### src/rtl/wfp_pkg.sv
`timescale 1ns / 1ps

package wfp_pkg;

    localparam int HASH_W = 34;
    localparam logic [HASH_W-1:0] HASH_MOD = 34'd10000000000;

    localparam int CFG_IDX_W = 2;
    localparam int CFG_DATA_W = 34;
    localparam logic [CFG_IDX_W-1:0] REG_KGRAM_LENGTH = 2'd0;
    localparam logic [CFG_IDX_W-1:0] REG_WINDOW_WIDTH = 2'd1;
    localparam logic [CFG_IDX_W-1:0] REG_TOP_WEIGHT = 2'd2;

    localparam logic [6:0] KGRAM_RESET = 7'd5;
    localparam logic [6:0] WINDOW_RESET = 7'd4;
    localparam logic [HASH_W-1:0] WEIGHT_RESET = 34'd81;

    localparam int DEF_MAX_KGRAM = 64;
    localparam int DEF_MAX_WINDOW = 64;

    // controller -> datapath
    typedef struct packed {
        logic take;
        logic rd_oldest;
        logic mul_start;
        logic mul_step;
        logic fix;
        logic hash_upd;
        logic win_upd;
        logic scan_start;
        logic scan_step;
        logic out_load;
    } wfp_cmd_t;

    // datapath -> controller
    typedef struct packed {
        logic kgram_full;
        logic rescan;
        logic emit;
        logic scan_done;
        logic min_nz;
    } wfp_sts_t;

endpackage

### src/rtl/winnowing_fingerprint.sv
`timescale 1ns / 1ps

// Winnowing fingerprint selector. Bytes of a file enter one word at a time;
// a base-3 Karp-Rabin hash over the last kgram_length bytes is kept modulo
// 10^10, and the last window_width hashes are winnowed: the window minimum
// (rightmost on ties) is sent out when the window first fills, when a new
// hash is at or below the held minimum, and after every rescan that follows
// the held minimum sliding out. A zero minimum is never sent. Set new_file on
// the first byte of each file to clear all history. top_weight must hold
// 3^(kgram_length-1) mod 10^10. The user must write configuration only
// while idle; the block does not enforce this. A byte that only fills the
// first k-gram is taken, checked and hashed; a rolling byte first reads the
// leaving byte and multiplies it with top_weight by shift-and-add, one bit
// per cycle. Each hash then updates the window, and a rescan reads the hash
// window memory one entry per cycle. The output step waits for any previous
// word to leave. The next byte is taken while a result still waits in the
// output register.

module winnowing_fingerprint #(
    parameter int MAX_KGRAM = wfp_pkg::DEF_MAX_KGRAM,
    parameter int MAX_WINDOW = wfp_pkg::DEF_MAX_WINDOW
) (
    input  logic                           aclk,
    input  logic                           aresetn,
    input  logic                           cfg_wr_en,
    input  logic [wfp_pkg::CFG_IDX_W-1:0]  cfg_index,
    input  logic [wfp_pkg::CFG_DATA_W-1:0] cfg_wr_data,
    input  logic                           s_valid,
    output logic                           s_ready,
    input  logic [7:0]                     s_byte_value,
    input  logic                           s_new_file,
    output logic                           m_valid,
    input  logic                           m_ready,
    output logic [wfp_pkg::HASH_W-1:0]     m_fingerprint_hash
);

    wfp_pkg::wfp_cmd_t cmd;
    wfp_pkg::wfp_sts_t sts;

    // sequencing: which step of the hash / window update runs this cycle
    wfp_ctrl u_ctrl (
        .aclk    (aclk),
        .aresetn (aresetn),
        .s_valid (s_valid),
        .s_ready (s_ready),
        .m_valid (m_valid),
        .m_ready (m_ready),
        .cmd     (cmd),
        .sts     (sts)
    );

    // hash arithmetic, byte and hash rings, minimum tracking, output word
    wfp_datapath #(
        .MAX_KGRAM  (MAX_KGRAM),
        .MAX_WINDOW (MAX_WINDOW)
    ) u_datapath (
        .aclk         (aclk),
        .aresetn      (aresetn),
        .cfg_wr_en    (cfg_wr_en),
        .cfg_index    (cfg_index),
        .cfg_wr_data  (cfg_wr_data),
        .s_byte_value (s_byte_value),
        .s_new_file   (s_new_file),
        .cmd          (cmd),
        .sts          (sts),
        .out_hash     (m_fingerprint_hash)
    );

endmodule

### src/rtl/wfp_ram.sv
`timescale 1ns / 1ps

module wfp_ram #(
    parameter int WIDTH = 8,
    parameter int DEPTH = 64
) (
    input  logic                     aclk,
    input  logic                     we,
    input  logic [$clog2(DEPTH)-1:0] waddr,
    input  logic [WIDTH-1:0]         wdata,
    input  logic                     re,
    input  logic [$clog2(DEPTH)-1:0] raddr,
    output logic [WIDTH-1:0]         rdata
);

    logic [WIDTH-1:0] mem [DEPTH];

    always_ff @(posedge aclk) begin
        if (we) begin
            mem[waddr] <= wdata;
        end
        if (re) begin
            rdata <= mem[raddr];
        end
    end

endmodule

### src/rtl/wfp_datapath.sv
`timescale 1ns / 1ps

module wfp_datapath #(
    parameter int MAX_KGRAM = wfp_pkg::DEF_MAX_KGRAM,
    parameter int MAX_WINDOW = wfp_pkg::DEF_MAX_WINDOW
) (
    input  logic                          aclk,
    input  logic                          aresetn,
    input  logic                          cfg_wr_en,
    input  logic [wfp_pkg::CFG_IDX_W-1:0] cfg_index,
    input  logic [wfp_pkg::CFG_DATA_W-1:0] cfg_wr_data,
    input  logic [7:0]                    s_byte_value,
    input  logic                          s_new_file,
    input  wfp_pkg::wfp_cmd_t             cmd,
    output wfp_pkg::wfp_sts_t             sts,
    output logic [wfp_pkg::HASH_W-1:0]    out_hash
);

    localparam int HW = wfp_pkg::HASH_W;
    localparam int KAW = $clog2(MAX_KGRAM);
    localparam int KCW = $clog2(MAX_KGRAM + 1);
    localparam int WAW = $clog2(MAX_WINDOW);
    localparam int WCW = $clog2(MAX_WINDOW + 1);
    localparam logic [HW+1:0] MOD_X = {2'b00, wfp_pkg::HASH_MOD};
    localparam logic [HW+1:0] MOD2_X = {1'b0, wfp_pkg::HASH_MOD, 1'b0};
    localparam logic [HW+1:0] MOD3_X = MOD_X + MOD2_X;

    logic [6:0]    kgram_cfg_reg;
    logic [6:0]    window_cfg_reg;
    logic [HW-1:0] weight_cfg_reg;

    logic [7:0]     byte_reg;
    logic [KAW-1:0] byte_ptr_reg;
    logic [KCW-1:0] seen_reg;
    logic [HW-1:0]  hash_reg;
    logic [7:0]     oldest_reg;
    logic [HW-1:0]  acc_reg;
    logic [HW-1:0]  fix_reg;
    logic [WAW-1:0] hptr_reg;
    logic [WCW-1:0] hseen_reg;
    logic [HW-1:0]  min_reg;
    logic [WCW-1:0] age_reg;
    logic           rescan_reg;
    logic           emit_reg;
    logic [WCW-1:0] issue_left_reg;
    logic [WAW-1:0] issue_back_reg;
    logic           cmp_valid_reg;
    logic [WAW-1:0] cmp_back_reg;
    logic           first_reg;
    logic [HW-1:0]  out_reg;

    logic [KCW-1:0] k_eff;
    logic [WCW-1:0] w_eff;
    logic [HW-1:0]  tw_red;
    logic           kgram_full;

    logic [KAW+1:0] old_sum;
    logic [KAW+1:0] old_wrap;
    logic [KAW-1:0] old_addr;
    logic [7:0]     old_byte;

    logic [WAW:0]   scan_sum;
    logic [WAW:0]   scan_wrap;
    logic [WAW-1:0] scan_addr;
    logic           scan_re;
    logic [HW-1:0]  scan_data;

    logic [HW+1:0]  mul_sum;
    logic [HW-1:0]  acc_next;
    logic [HW-1:0]  fix_next;
    logic [HW-1:0]  hash_base;
    logic [HW+1:0]  hash_sum;
    logic [HW-1:0]  hash_next;

    always_comb begin
        if (kgram_cfg_reg == 7'd0) begin
            k_eff = KCW'(1);
        end else if (int'(kgram_cfg_reg) > MAX_KGRAM) begin
            k_eff = KCW'(MAX_KGRAM);
        end else begin
            k_eff = KCW'(kgram_cfg_reg);
        end
        if (window_cfg_reg == 7'd0) begin
            w_eff = WCW'(1);
        end else if (int'(window_cfg_reg) > MAX_WINDOW) begin
            w_eff = WCW'(MAX_WINDOW);
        end else begin
            w_eff = WCW'(window_cfg_reg);
        end
    end

    assign tw_red = (weight_cfg_reg >= wfp_pkg::HASH_MOD) ?
                    weight_cfg_reg - wfp_pkg::HASH_MOD : weight_cfg_reg;
    assign kgram_full = !(seen_reg < k_eff);

    // byte leaving the k-gram: k places behind the write pointer
    assign old_sum  = {2'b00, byte_ptr_reg} + (KAW+2)'(MAX_KGRAM) - (KAW+2)'(k_eff);
    assign old_wrap = (old_sum >= (KAW+2)'(MAX_KGRAM)) ? old_sum - (KAW+2)'(MAX_KGRAM)
                                                       : old_sum;
    assign old_addr = old_wrap[KAW-1:0];

    // window entry issue_back places behind the newest
    assign scan_sum  = {1'b0, hptr_reg} + (WAW+1)'(MAX_WINDOW - 1) - {1'b0, issue_back_reg};
    assign scan_wrap = (scan_sum >= (WAW+1)'(MAX_WINDOW)) ? scan_sum - (WAW+1)'(MAX_WINDOW)
                                                         : scan_sum;
    assign scan_addr = scan_wrap[WAW-1:0];
    assign scan_re   = cmd.scan_step && (issue_left_reg != '0);

    // one bit of oldest * weight, MSB first
    always_comb begin
        mul_sum = {1'b0, acc_reg, 1'b0} + (oldest_reg[7] ? {2'b00, tw_red} : '0);
        if (mul_sum >= MOD2_X) begin
            acc_next = HW'(mul_sum - MOD2_X);
        end else if (mul_sum >= MOD_X) begin
            acc_next = HW'(mul_sum - MOD_X);
        end else begin
            acc_next = HW'(mul_sum);
        end
    end

    assign fix_next = (hash_reg >= acc_reg) ? hash_reg - acc_reg
                                            : hash_reg + wfp_pkg::HASH_MOD - acc_reg;

    // 3 * base + byte can reach just past three moduli
    always_comb begin
        hash_base = kgram_full ? fix_reg : hash_reg;
        hash_sum  = {1'b0, hash_base, 1'b0} + {2'b00, hash_base} + {{(HW-6){1'b0}}, byte_reg};
        if (hash_sum >= MOD3_X) begin
            hash_next = HW'(hash_sum - MOD3_X);
        end else if (hash_sum >= MOD2_X) begin
            hash_next = HW'(hash_sum - MOD2_X);
        end else if (hash_sum >= MOD_X) begin
            hash_next = HW'(hash_sum - MOD_X);
        end else begin
            hash_next = HW'(hash_sum);
        end
    end

    wfp_ram #(.WIDTH(8), .DEPTH(MAX_KGRAM)) u_byte_ram (
        .aclk  (aclk),
        .we    (cmd.hash_upd),
        .waddr (byte_ptr_reg),
        .wdata (byte_reg),
        .re    (cmd.rd_oldest),
        .raddr (old_addr),
        .rdata (old_byte)
    );

    wfp_ram #(.WIDTH(HW), .DEPTH(MAX_WINDOW)) u_window_ram (
        .aclk  (aclk),
        .we    (cmd.win_upd),
        .waddr (hptr_reg),
        .wdata (hash_reg),
        .re    (scan_re),
        .raddr (scan_addr),
        .rdata (scan_data)
    );

    always_ff @(posedge aclk) begin
        if (!aresetn) begin
            kgram_cfg_reg  <= wfp_pkg::KGRAM_RESET;
            window_cfg_reg <= wfp_pkg::WINDOW_RESET;
            weight_cfg_reg <= wfp_pkg::WEIGHT_RESET;
            byte_ptr_reg   <= '0;
            seen_reg       <= '0;
            hash_reg       <= '0;
            acc_reg        <= '0;
            hptr_reg       <= '0;
            hseen_reg      <= '0;
            min_reg        <= '0;
            age_reg        <= '0;
            rescan_reg     <= 1'b0;
            emit_reg       <= 1'b0;
            issue_left_reg <= '0;
            cmp_valid_reg  <= 1'b0;
            first_reg      <= 1'b0;
        end else begin
            if (cfg_wr_en) begin
                unique case (cfg_index)
                    wfp_pkg::REG_KGRAM_LENGTH: kgram_cfg_reg  <= cfg_wr_data[6:0];
                    wfp_pkg::REG_WINDOW_WIDTH: window_cfg_reg <= cfg_wr_data[6:0];
                    wfp_pkg::REG_TOP_WEIGHT:   weight_cfg_reg <= cfg_wr_data[HW-1:0];
                    default: ;
                endcase
            end

            if (cmd.take) begin
                byte_reg <= s_byte_value;
                if (s_new_file) begin
                    byte_ptr_reg <= '0;
                    seen_reg     <= '0;
                    hash_reg     <= '0;
                    hptr_reg     <= '0;
                    hseen_reg    <= '0;
                    min_reg      <= '0;
                    age_reg      <= '0;
                end
            end

            if (cmd.mul_start) begin
                oldest_reg <= old_byte;
                acc_reg    <= '0;
            end
            if (cmd.mul_step) begin
                acc_reg    <= acc_next;
                oldest_reg <= {oldest_reg[6:0], 1'b0};
            end
            if (cmd.fix) begin
                fix_reg <= fix_next;
            end

            if (cmd.hash_upd) begin
                hash_reg     <= hash_next;
                byte_ptr_reg <= (byte_ptr_reg == KAW'(MAX_KGRAM - 1)) ? '0
                                                                      : byte_ptr_reg + 1'b1;
                if (!kgram_full) begin
                    seen_reg <= seen_reg + 1'b1;
                end
            end

            if (cmd.win_upd) begin
                hptr_reg   <= (hptr_reg == WAW'(MAX_WINDOW - 1)) ? '0 : hptr_reg + 1'b1;
                rescan_reg <= 1'b0;
                emit_reg   <= 1'b0;
                if (hseen_reg < w_eff) begin
                    hseen_reg  <= hseen_reg + 1'b1;
                    rescan_reg <= ({1'b0, hseen_reg} + 1'b1) >= {1'b0, w_eff};
                end else if (({1'b0, age_reg} + 1'b1) < {1'b0, w_eff}) begin
                    if (hash_reg <= min_reg) begin
                        min_reg  <= hash_reg;
                        age_reg  <= '0;
                        emit_reg <= 1'b1;
                    end else begin
                        age_reg <= age_reg + 1'b1;
                    end
                end else begin
                    rescan_reg <= 1'b1;
                end
            end

            if (cmd.scan_start) begin
                issue_left_reg <= w_eff;
                issue_back_reg <= WAW'(w_eff - 1'b1);
                first_reg      <= 1'b1;
                cmp_valid_reg  <= 1'b0;
            end
            if (cmd.scan_step) begin
                if (issue_left_reg != '0) begin
                    cmp_valid_reg  <= 1'b1;
                    cmp_back_reg   <= issue_back_reg;
                    issue_back_reg <= issue_back_reg - 1'b1;
                    issue_left_reg <= issue_left_reg - 1'b1;
                end else begin
                    cmp_valid_reg <= 1'b0;
                end
                // ties replace: the rightmost equal value wins
                if (cmp_valid_reg && (first_reg || scan_data <= min_reg)) begin
                    min_reg   <= scan_data;
                    age_reg   <= WCW'(cmp_back_reg);
                    first_reg <= 1'b0;
                end
            end

            if (cmd.out_load) begin
                out_reg <= min_reg;
            end
        end
    end

    assign sts.kgram_full = kgram_full;
    assign sts.rescan     = rescan_reg;
    assign sts.emit       = emit_reg;
    assign sts.scan_done  = (issue_left_reg == '0) && !cmp_valid_reg;
    assign sts.min_nz     = (min_reg != '0);
    assign out_hash       = out_reg;

    a_hash_in_range: assert property (@(posedge aclk) disable iff (!aresetn)
        hash_reg < wfp_pkg::HASH_MOD)
        else $error("running hash not reduced");

    a_acc_in_range: assert property (@(posedge aclk) disable iff (!aresetn)
        cmd.mul_step |=> acc_reg < wfp_pkg::HASH_MOD)
        else $error("product accumulator not reduced");

    a_one_outcome: assert property (@(posedge aclk) disable iff (!aresetn)
        cmd.win_upd |=> !(rescan_reg && emit_reg))
        else $error("window update asked for both rescan and direct emit");

endmodule

### src/rtl/wfp_ctrl.sv
`timescale 1ns / 1ps

module wfp_ctrl (
    input  logic              aclk,
    input  logic              aresetn,
    input  logic              s_valid,
    output logic              s_ready,
    output logic              m_valid,
    input  logic              m_ready,
    output wfp_pkg::wfp_cmd_t cmd,
    input  wfp_pkg::wfp_sts_t sts
);

    typedef enum logic [3:0] {
        ST_IDLE, ST_CHK, ST_RD, ST_LATCH, ST_MUL, ST_FIX, ST_HASH, ST_WCHK,
        ST_WIN, ST_DEC, ST_SCAN0, ST_SCAN, ST_OUT
    } state_t;

    state_t     state_reg, state_next;
    logic [2:0] bit_cnt_reg;
    logic       m_valid_reg;

    always_comb begin
        cmd        = '0;
        state_next = state_reg;
        unique case (state_reg)
            ST_IDLE: begin
                if (s_valid) begin
                    cmd.take   = 1'b1;
                    state_next = ST_CHK;
                end
            end
            ST_CHK:   state_next = sts.kgram_full ? ST_RD : ST_HASH;
            ST_RD: begin
                cmd.rd_oldest = 1'b1;
                state_next    = ST_LATCH;
            end
            ST_LATCH: begin
                cmd.mul_start = 1'b1;
                state_next    = ST_MUL;
            end
            ST_MUL: begin
                cmd.mul_step = 1'b1;
                if (bit_cnt_reg == 3'd7) begin
                    state_next = ST_FIX;
                end
            end
            ST_FIX: begin
                cmd.fix    = 1'b1;
                state_next = ST_HASH;
            end
            ST_HASH: begin
                cmd.hash_upd = 1'b1;
                state_next   = ST_WCHK;
            end
            ST_WCHK:  state_next = sts.kgram_full ? ST_WIN : ST_IDLE;
            ST_WIN: begin
                cmd.win_upd = 1'b1;
                state_next  = ST_DEC;
            end
            ST_DEC: begin
                priority if (sts.rescan) begin
                    state_next = ST_SCAN0;
                end else if (sts.emit) begin
                    state_next = ST_OUT;
                end else begin
                    state_next = ST_IDLE;
                end
            end
            ST_SCAN0: begin
                cmd.scan_start = 1'b1;
                state_next     = ST_SCAN;
            end
            ST_SCAN: begin
                cmd.scan_step = 1'b1;
                if (sts.scan_done) begin
                    cmd.scan_step = 1'b0;
                    state_next    = ST_OUT;
                end
            end
            ST_OUT: begin
                priority if (!sts.min_nz) begin
                    state_next = ST_IDLE;
                end else if (!m_valid_reg || m_ready) begin
                    cmd.out_load = 1'b1;
                    state_next   = ST_IDLE;
                end
            end
            default:  state_next = ST_IDLE;
        endcase
    end

    always_ff @(posedge aclk) begin
        if (!aresetn) begin
            state_reg   <= ST_IDLE;
            bit_cnt_reg <= '0;
            m_valid_reg <= 1'b0;
        end else begin
            state_reg <= state_next;
            if (cmd.mul_step) begin
                bit_cnt_reg <= bit_cnt_reg + 1'b1;
            end else begin
                bit_cnt_reg <= '0;
            end
            if (cmd.out_load) begin
                m_valid_reg <= 1'b1;
            end else if (m_ready) begin
                m_valid_reg <= 1'b0;
            end
        end
    end

    assign s_ready = (state_reg == ST_IDLE);
    assign m_valid = m_valid_reg;

endmodule

### config.mk
export PLATFORM = sky130hd
export DESIGN_NAME = winnowing_fingerprint
export DESIGN_NICKNAME = d
export VERILOG_FILES = /design/src/rtl/wfp_pkg.sv /design/src/rtl/winnowing_fingerprint.sv /design/src/rtl/wfp_ram.sv /design/src/rtl/wfp_datapath.sv /design/src/rtl/wfp_ctrl.sv
export SDC_FILE = /design/constraint.sdc
export NUM_CORES = 2
export LEC_CHECK = 0
export BUFFER_PORTS_ARGS = -buffer_cell sky130_fd_sc_hd__buf_2
export CAP_MARGIN = 20
export CORE_ASPECT_RATIO = 1.25
export CORE_MARGIN = 4
export CORE_UTILIZATION = 30
export CTS_CLUSTER_DIAMETER = 60
export CTS_CLUSTER_SIZE = 30
export DETAILED_ROUTE_END_ITERATION = 6
export GPL_ROUTABILITY_DRIVEN = 0
export SETUP_SLACK_MARGIN = 0.5
export SYNTH_ARGS = -nofsm -noshare
export SYNTH_HDL_FRONTEND = slang
export SYNTH_SLANG_ARGS = --single-unit
### constraint.sdc
create_clock -name aclk -period 15.41 [get_ports aclk]
set_input_delay 2.3115 -clock aclk [delete_from_list [all_inputs] [get_ports aclk]]
set_output_delay 2.3115 -clock aclk [all_outputs]
set_load 0.01 [all_outputs]
After elaboration in Yosys (flattened, before gate mapping)
Memory sizes are Yosys's and may differ from the RTL's. A register that Yosys moved wholly into a read port is not among the register bits.
Cells that the tools add are included.
{"block": "classes", "add_sub_neg": 29, "n_mul": 0, "n_div": 0, "n_lt_le_gt_ge": 17, "n_eq_ne": 21, "shift": 0, "mux": 99, "bitwise_logic": 0, "reduce_logical": 33}
{"cell": "$mux 34", "n": 22}
{"cell": "$mux 7", "n": 23}
{"cell": "$sub 34x34->34 const B", "n": 4}
{"cell": "$ge 36x35->1 const B", "n": 3}
{"cell": "$add 35x34->36", "n": 2}
{"cell": "$ge 36x34->1 const B", "n": 2}
{"cell": "$le 34x34->1", "n": 2}
{"cell": "$sub 34x32->34 const B", "n": 2}
{"cell": "$sub 34x34->34", "n": 2}
{"cell": "$mux 6", "n": 11}
{"cell": "$pmux 4 s13", "n": 1}
{"cell": "$add 36x8->36", "n": 1}
{"cell": "$add 34x34->34 const B", "n": 1}
{"cell": "$ge 34x34->1", "n": 1}
{"cell": "$ge 34x34->1 const B", "n": 1}
{"cell": "$reduce_bool 34->1", "n": 1}
{"cell": "$mux 4", "n": 8}
{"cell": "$mux 1", "n": 31}
{"cell": "$sub 6x1->6 const B", "n": 4}
{"cell": "$add 7x1->7 const B", "n": 3}
{"cell": "$logic_not 7->1", "n": 3}
{"cell": "$eq 4x4->1 const B", "n": 5}
{"cell": "$reduce_and 2->1", "n": 10}
{"cell": "$add 7x1->8 const B", "n": 2}
{"cell": "34 further kinds", "n": 54}
{"block": "word_totals", "reg_bits": 298, "latchBits": 0, "ramBits": 2688, "rom_bits": 0, "in_bits": 50, "out_inout_bits": 36, "wordCells": 227, "n_memories": 2}
{"memory": "u_datapath.u_window_ram.mem", "depth": 64, "width": 34, "read_ports": 1, "rd_clocked_by_memory_dff": 1, "write_ports": 1, "line_no": "wfp_ram.sv:16", "rtl": "logic [WIDTH-1:0] mem [DEPTH];"}
{"memory": "u_datapath.u_byte_ram.mem", "depth": 64, "width": 8, "read_ports": 1, "rd_clocked_by_memory_dff": 1, "write_ports": 1, "line_no": "wfp_ram.sv:16"}

Depth between registers and ports, before layout
{"block": "logic_depth", "depth_word": 12, "mapped_depth": 34, "mapped_depth_nobuf": 33}

Hierarchy
A second synthesis with hierarchy kept.
{"block": "hier_totals", "hier_cells": 7957, "area_unflattened_um2": 130905.5}
{"module": "wfp_ram at u_datapath.u_window_ram", "instances": 1, "cells_per_inst": 3744, "area_per_inst_um2": 84114.4, "seq_area_each_um2": 66363.6}
{"module": "wfp_datapath", "instances": 1, "cells_per_inst": 3210, "area_per_inst_um2": 26060.0, "seq_area_each_um2": 6766.5}
{"module": "wfp_ram at u_datapath.u_byte_ram", "instances": 1, "cells_per_inst": 931, "area_per_inst_um2": 20174.3, "seq_area_each_um2": 15615.0}
{"module": "wfp_ctrl", "instances": 1, "cells_per_inst": 72, "area_per_inst_um2": 556.8, "seq_area_each_um2": 160.2}

Least setup slack after synthesis
OpenSTA, ideal clock, no wires.
{"block": "synth_path", "kind": "reg-to-reg", "from": "reg u_datapath.kgram_cfg_reg[6]", "to": "reg u_datapath.hash_reg[33]", "setup_ps": 119, "t_arrival_ps": 7428, "required_time_ps": 15291, "setup_slack_ps": 7863, "path_stages_with_launch": 34, "path_buffers": 1, "period_less_slack_ps": 7547, "cell_sequence": "dfxtp_1 > inv_1 > nand2_1 > ha_1 > o31a_1 > o21a_1 > o21a_1 > o21a_1 > o21ai_0 > nand2b_1 > a21oi_1 > clkbuf_1 > mux2_2 > fa_1 > ha_1 > fa_1 > a21o_1 > a221oi_4 > o21ai_0 > xor2_1 > inv_1 > ha_1 > nor4b_1 > a31oi_1 > o2111a_1 > nor2_1 > a32oi_1 > nor2_1 > o21bai_1 > a31oi_1 > or3_1 > a221oi_1 > mux2i_1 > nand2_1"}
{"block": "synth_via", "elab_chain_cells": 12, "elab_cells_between_ends": 18, "cone_classes": "5 x add/sub; 5 x order compare; 7 x mux; 1 x reduce/logical"}
{"item": "start, declared", "line_no": "wfp_datapath.sv:28", "rtl": "logic [6:0] kgram_cfg_reg;"}
{"item": "start signal, assigned", "line_no": "wfp_datapath.sv:161", "rtl": "kgram_cfg_reg <= wfp_pkg::KGRAM_RESET;"}
{"item": "start signal, assigned", "line_no": "wfp_datapath.sv:180", "rtl": "wfp_pkg::REG_KGRAM_LENGTH: kgram_cfg_reg <= cfg_wr_data[6:0];"}
{"item": "$gt 7x7->1", "line_no": "wfp_datapath.sv:78", "rtl": "end else if (int'(kgram_cfg_reg) > MAX_KGRAM) begin"}
{"item": "$mux 7", "line_no": "wfp_datapath.sv:78"}
{"item": "$mux 7 *", "line_no": "wfp_datapath.sv:76", "rtl": "if (kgram_cfg_reg == 7'd0) begin"}
{"item": "$lt 7x7->1 *", "line_no": "wfp_datapath.sv:94", "rtl": "assign kgram_full = !(seen_reg < k_eff);"}
{"item": "$mux 34 *", "line_no": "wfp_datapath.sv:126", "rtl": "hash_base = kgram_full ? fix_reg : hash_reg;"}
{"item": "$add 35x34->36 *", "line_no": "wfp_datapath.sv:127", "rtl": "hash_sum = {1'b0, hash_base, 1'b0} + {2'b00, hash_base} + {{(HW-6){1'b0}}, byte_reg};"}
{"item": "$add 36x8->36 *", "line_no": "wfp_datapath.sv:127"}
{"item": "$sub 34x34->34 or $ge 36x34->1 (tied branches)", "line_no": "wfp_datapath.sv:133, wfp_datapath.sv:132"}
{"item": "$mux 34", "line_no": "wfp_datapath.sv:132", "rtl": "end else if (hash_sum >= MOD_X) begin"}
{"item": "$mux 34", "line_no": "wfp_datapath.sv:130", "rtl": "end else if (hash_sum >= MOD2_X) begin"}
{"item": "$mux 34 *", "line_no": "wfp_datapath.sv:128", "rtl": "if (hash_sum >= MOD3_X) begin"}
{"item": "$mux 34 *", "line_no": "wfp_datapath.sv:212", "rtl": "if (cmd.hash_upd) begin"}
{"item": "end signal, assigned", "line_no": "wfp_datapath.sv:213", "rtl": "hash_reg <= hash_next;"}
{"item": "end, declared", "line_no": "wfp_datapath.sv:35", "rtl": "logic [HW-1:0] hash_reg;"}
Every way passes the cells marked *; elsewhere a longest branch is shown, timed or not.
A chain may end at the register's enable or synchronous reset.

Worst setup path in the final report
Same ends and word-level chain as after synthesis.

==> key figures <==
Outcome
  – Status: completed

Clock network
  – Clock Sinks: 3028
  – # hold bufs at CTS: 0
  – Clock latency at the later pin of the worst-skew pair: 920 ps
  – H-tree depth: 4
  – Clock root buffer: clkbuf_16
  – Clock Tree Buf Depth: 4
  – Postcts setup bufs: 0
  – Post-cts gate resize count: 0
  – CTS buffer count: 197
  – CTS tree: done
  – Clock-pin slew on the worst setup and hold paths: 90 ps

Synth
  – Synth Area in Simple Gates: 4.813%
  – Commonest cells in the synthesized netlist: 2826 x edfxtp_1, 840 x mux4_2, 379 x nor2_1
  – Top cell type by total area after synthesis: edfxtp_1
  – Post-synthesis register bit count: 3028
  – Average instance area after synthesis: 17.50 µm²
  – Sequential fraction of the synthesis area: 67.94%
  – Top cells by area, synth: edfxtp_1 65%, mux4_2 14%, dfxtp_1 3.1%, ha_1 2.9%, a21oi_1 1.3%
  – Complex-gate fraction of the synthesized area: 5.552%
  – Yosys top cell area share: 64.85%
  – Post-Synth XOR/XNOR Area: 1.292%
  – Mapped Cells: 7477
  – Async S/R FF share, synth: 0%
  – Multiplexer share of the synthesized area: 15.36%
  – Post-Syn Area: 130900 µm²
  – Synth Warn #: 0
  – Main combinational cell family by area after synthesis: multiplexers
  – Number of library cell types mapped by synthesis: 110
  – Synth Flop Type: edfxtp_1
  – Count of flip-flops with a built-in enable after synthesis: 2826
  – Post-synth net total: 7860
  – Most frequent cell after synthesis: edfxtp_1
  – Area share of fa/ha/maj cells after synthesis: 3.350%

STA
  – Final setup skew: 105.8 ps
  – Final hold vios: 0
  – Max-slew violation count: 0
  – Worst Tran Pin Value: 1115 ps
  – RSZ-0062 raised after global routing: no
  – Final min period: 8874 ps
  – Max Fclk: 0.1127 GHz
  – Fin crit share: 57.59%
  – Normalized max-slew margin: 25.15%
  – Final setup viols: 0
  – Setup tns final: 0 ps

Layout
  – Area grow syn2layout: 11.85%
  – Nets: 7956
  – Biggest regs: u_datapath.u_window_ram.mem: 2176 flops, u_datapath.u_byte_ram.mem: 512 flops
  – Most flops, register: u_datapath.u_window_ram.mem
  – Largest register FFs: 2176
  – Final core occ: 33.77%
  – Layout cells sized above 1: 21.86%
  – Design Area, Final: 146400 µm²

Setup path
  – Worst Path Arrival: 9570 ps
  – CP max FO: 54
  – CP max-delay cell: buf_4
  – CP peak stage delay: 500 ps
  – R2R setup slack: 6540 ps
  – WP data required: 16110 ps
  – CP Launch Type: flop
  – WS Path Type: flop to flop
  – Crit. End Element: flop

Place
  – Area post-placement: 139100 µm²
  – Final HPWL DP: 202.9 mm
  – Port bufs: 85

Detailed routing
  – Drt wl/cell: 25.31 µm
  – DRT Wirelength: 340.5 mm
  – Post-route ant nets: 0
  – DR pass1 iterations: 6
  – Via count: 71250
  – Via-per-instance ratio: 5.297
  – Residual DRC: 0
  – 1st-iter DRT viols: 8264

Global route
  – Number of global-route vias before repair: 72000
  – Largest net degree at the start of global routing: 139
  – Initial antenna violation count: 18
  – Overflow after GRT: 0
  – Total track usage: 14.74%
  – First-pass GRT wire length: 495.4 mm

Die
  – Std-Cell Rows: 270
  – Io pins: 86
  – Die area: 446900 µm²
  – Core area: 433400 µm²
  – Die height: 746.4 µm
  – Die width: 598.7 µm
  – Initial Util: 30.19%

Power and ir drop
  – Total power draw: 16.02 mW
  – Static Leak: 48.78 nW
  – Peak supply drop: 103.5 µV
  – PwrDens: 109.4 nW/µm²

Hold path
  – Min-delay worst type: flop to flop

Job
  – Max Cap Viol: 0
## metal layers
layer  wire (µm)  global-route usage, %  vias up
li1            -                      -    30350
met3       24650                  1.888      541
met2      165900                  24.65     2879
met5           0                      0        -
met4        9421                  3.904        0
met1      140500                  20.26    37480
## worst paths after layout
path / start / endpoint / cells after the start
worst max-delay path: u_datapath.kgram_cfg_reg[6] / u_datapath.hash_reg[33] / 34
worst max register to register: u_datapath.kgram_cfg_reg[6] / u_datapath.hash_reg[33] / 34
worst min register to register: u_ctrl.bit_cnt_reg[0] / u_ctrl.bit_cnt_reg[0] / 1
worst min-delay path: u_ctrl.bit_cnt_reg[0] / u_ctrl.bit_cnt_reg[0] / 1
## placed cells by master, fill, tap and decap left out, types with 31 or more instances in the layout
| cell | instances |
|---|---|
| a211oi_1 | 113 |
| a21o_1 | 75 |
| a21oi_1 | 344 |
| a22oi_1 | 50 |
| a31oi_1 | 31 |
| and2_1 | 52 |
| buf_2 | 86 |
| buf_4 | 165 |
| clkbuf_16 | 201 |
| dfxtp_1 | 168 |
| dfxtp_2 | 34 |
| edfxtp_1 | 2826 |
| ha_1 | 302 |
| inv_1 | 207 |
| mux2_2 | 38 |
| mux2i_1 | 75 |
| mux4_2 | 840 |
| nand2_1 | 352 |
| nand2b_1 | 37 |
| nand3_1 | 100 |
| nand4_1 | 46 |
| nor2_1 | 312 |
| nor2_4 | 65 |
| nor2b_1 | 74 |
| nor3_1 | 70 |
| nor4_1 | 32 |
| o21a_1 | 38 |
| o21ai_0 | 162 |
| or3_1 | 36 |
| xnor2_1 | 120 |
| xor2_1 | 66 |
## worst max-delay path, delay by kind of cell, from the launching register on
family | cells | cell delay, ps
compound gates | 15 | 3420
fa+ha+maj | 5 | 1770
simple gates | 7 | 1070
buf+inv | 4 | 1020
mux | 2 | 630
xor+xnor | 1 | 450
flops | 1 | 330
## cell type report
type | count | area [µm²]
fillers | 40740 | 287100
clock inverters | 155 | 2110
flip-flops and latches | 3028 | 88950
repair buffers | 262 | 1919
multi-input cells | 3873 | 40380
clock buffers | 208 | 5076
diodes | 1 | 2.502
well taps | 5712 | 7147
inverters | 211 | 794.5
## kinds of logic after synthesis
family	Yosys count
mux	953
simple gates	1302
compound gates	1092
flops	3028
xor+xnor	193
fa+ha+maj	333
buf+inv	576
## where the power goes
group / leakage [nW] / total (mW) / switching [mW] / internal [mW]
sequential: 29.7 / 8.99 / 0.0348 / 8.95
combinational: 15.7 / 1.12 / 0.667 / 0.457
clock: 3.45 / 5.90 / 3.15 / 2.75
## per-stage QoR
step                      setup WS [ps]  hold WS [ps]  cells
after floorplan                    7863         399.2   7477
after global placement             6864         414.3  13080
after detailed placement           6797         410.7  13080
after CTS                          6724         424.1  13440
after global routing               6047         439.6  13450
final                              6536         425.7  13450
No activity file was read; power rests on OpenSTA's default activity.
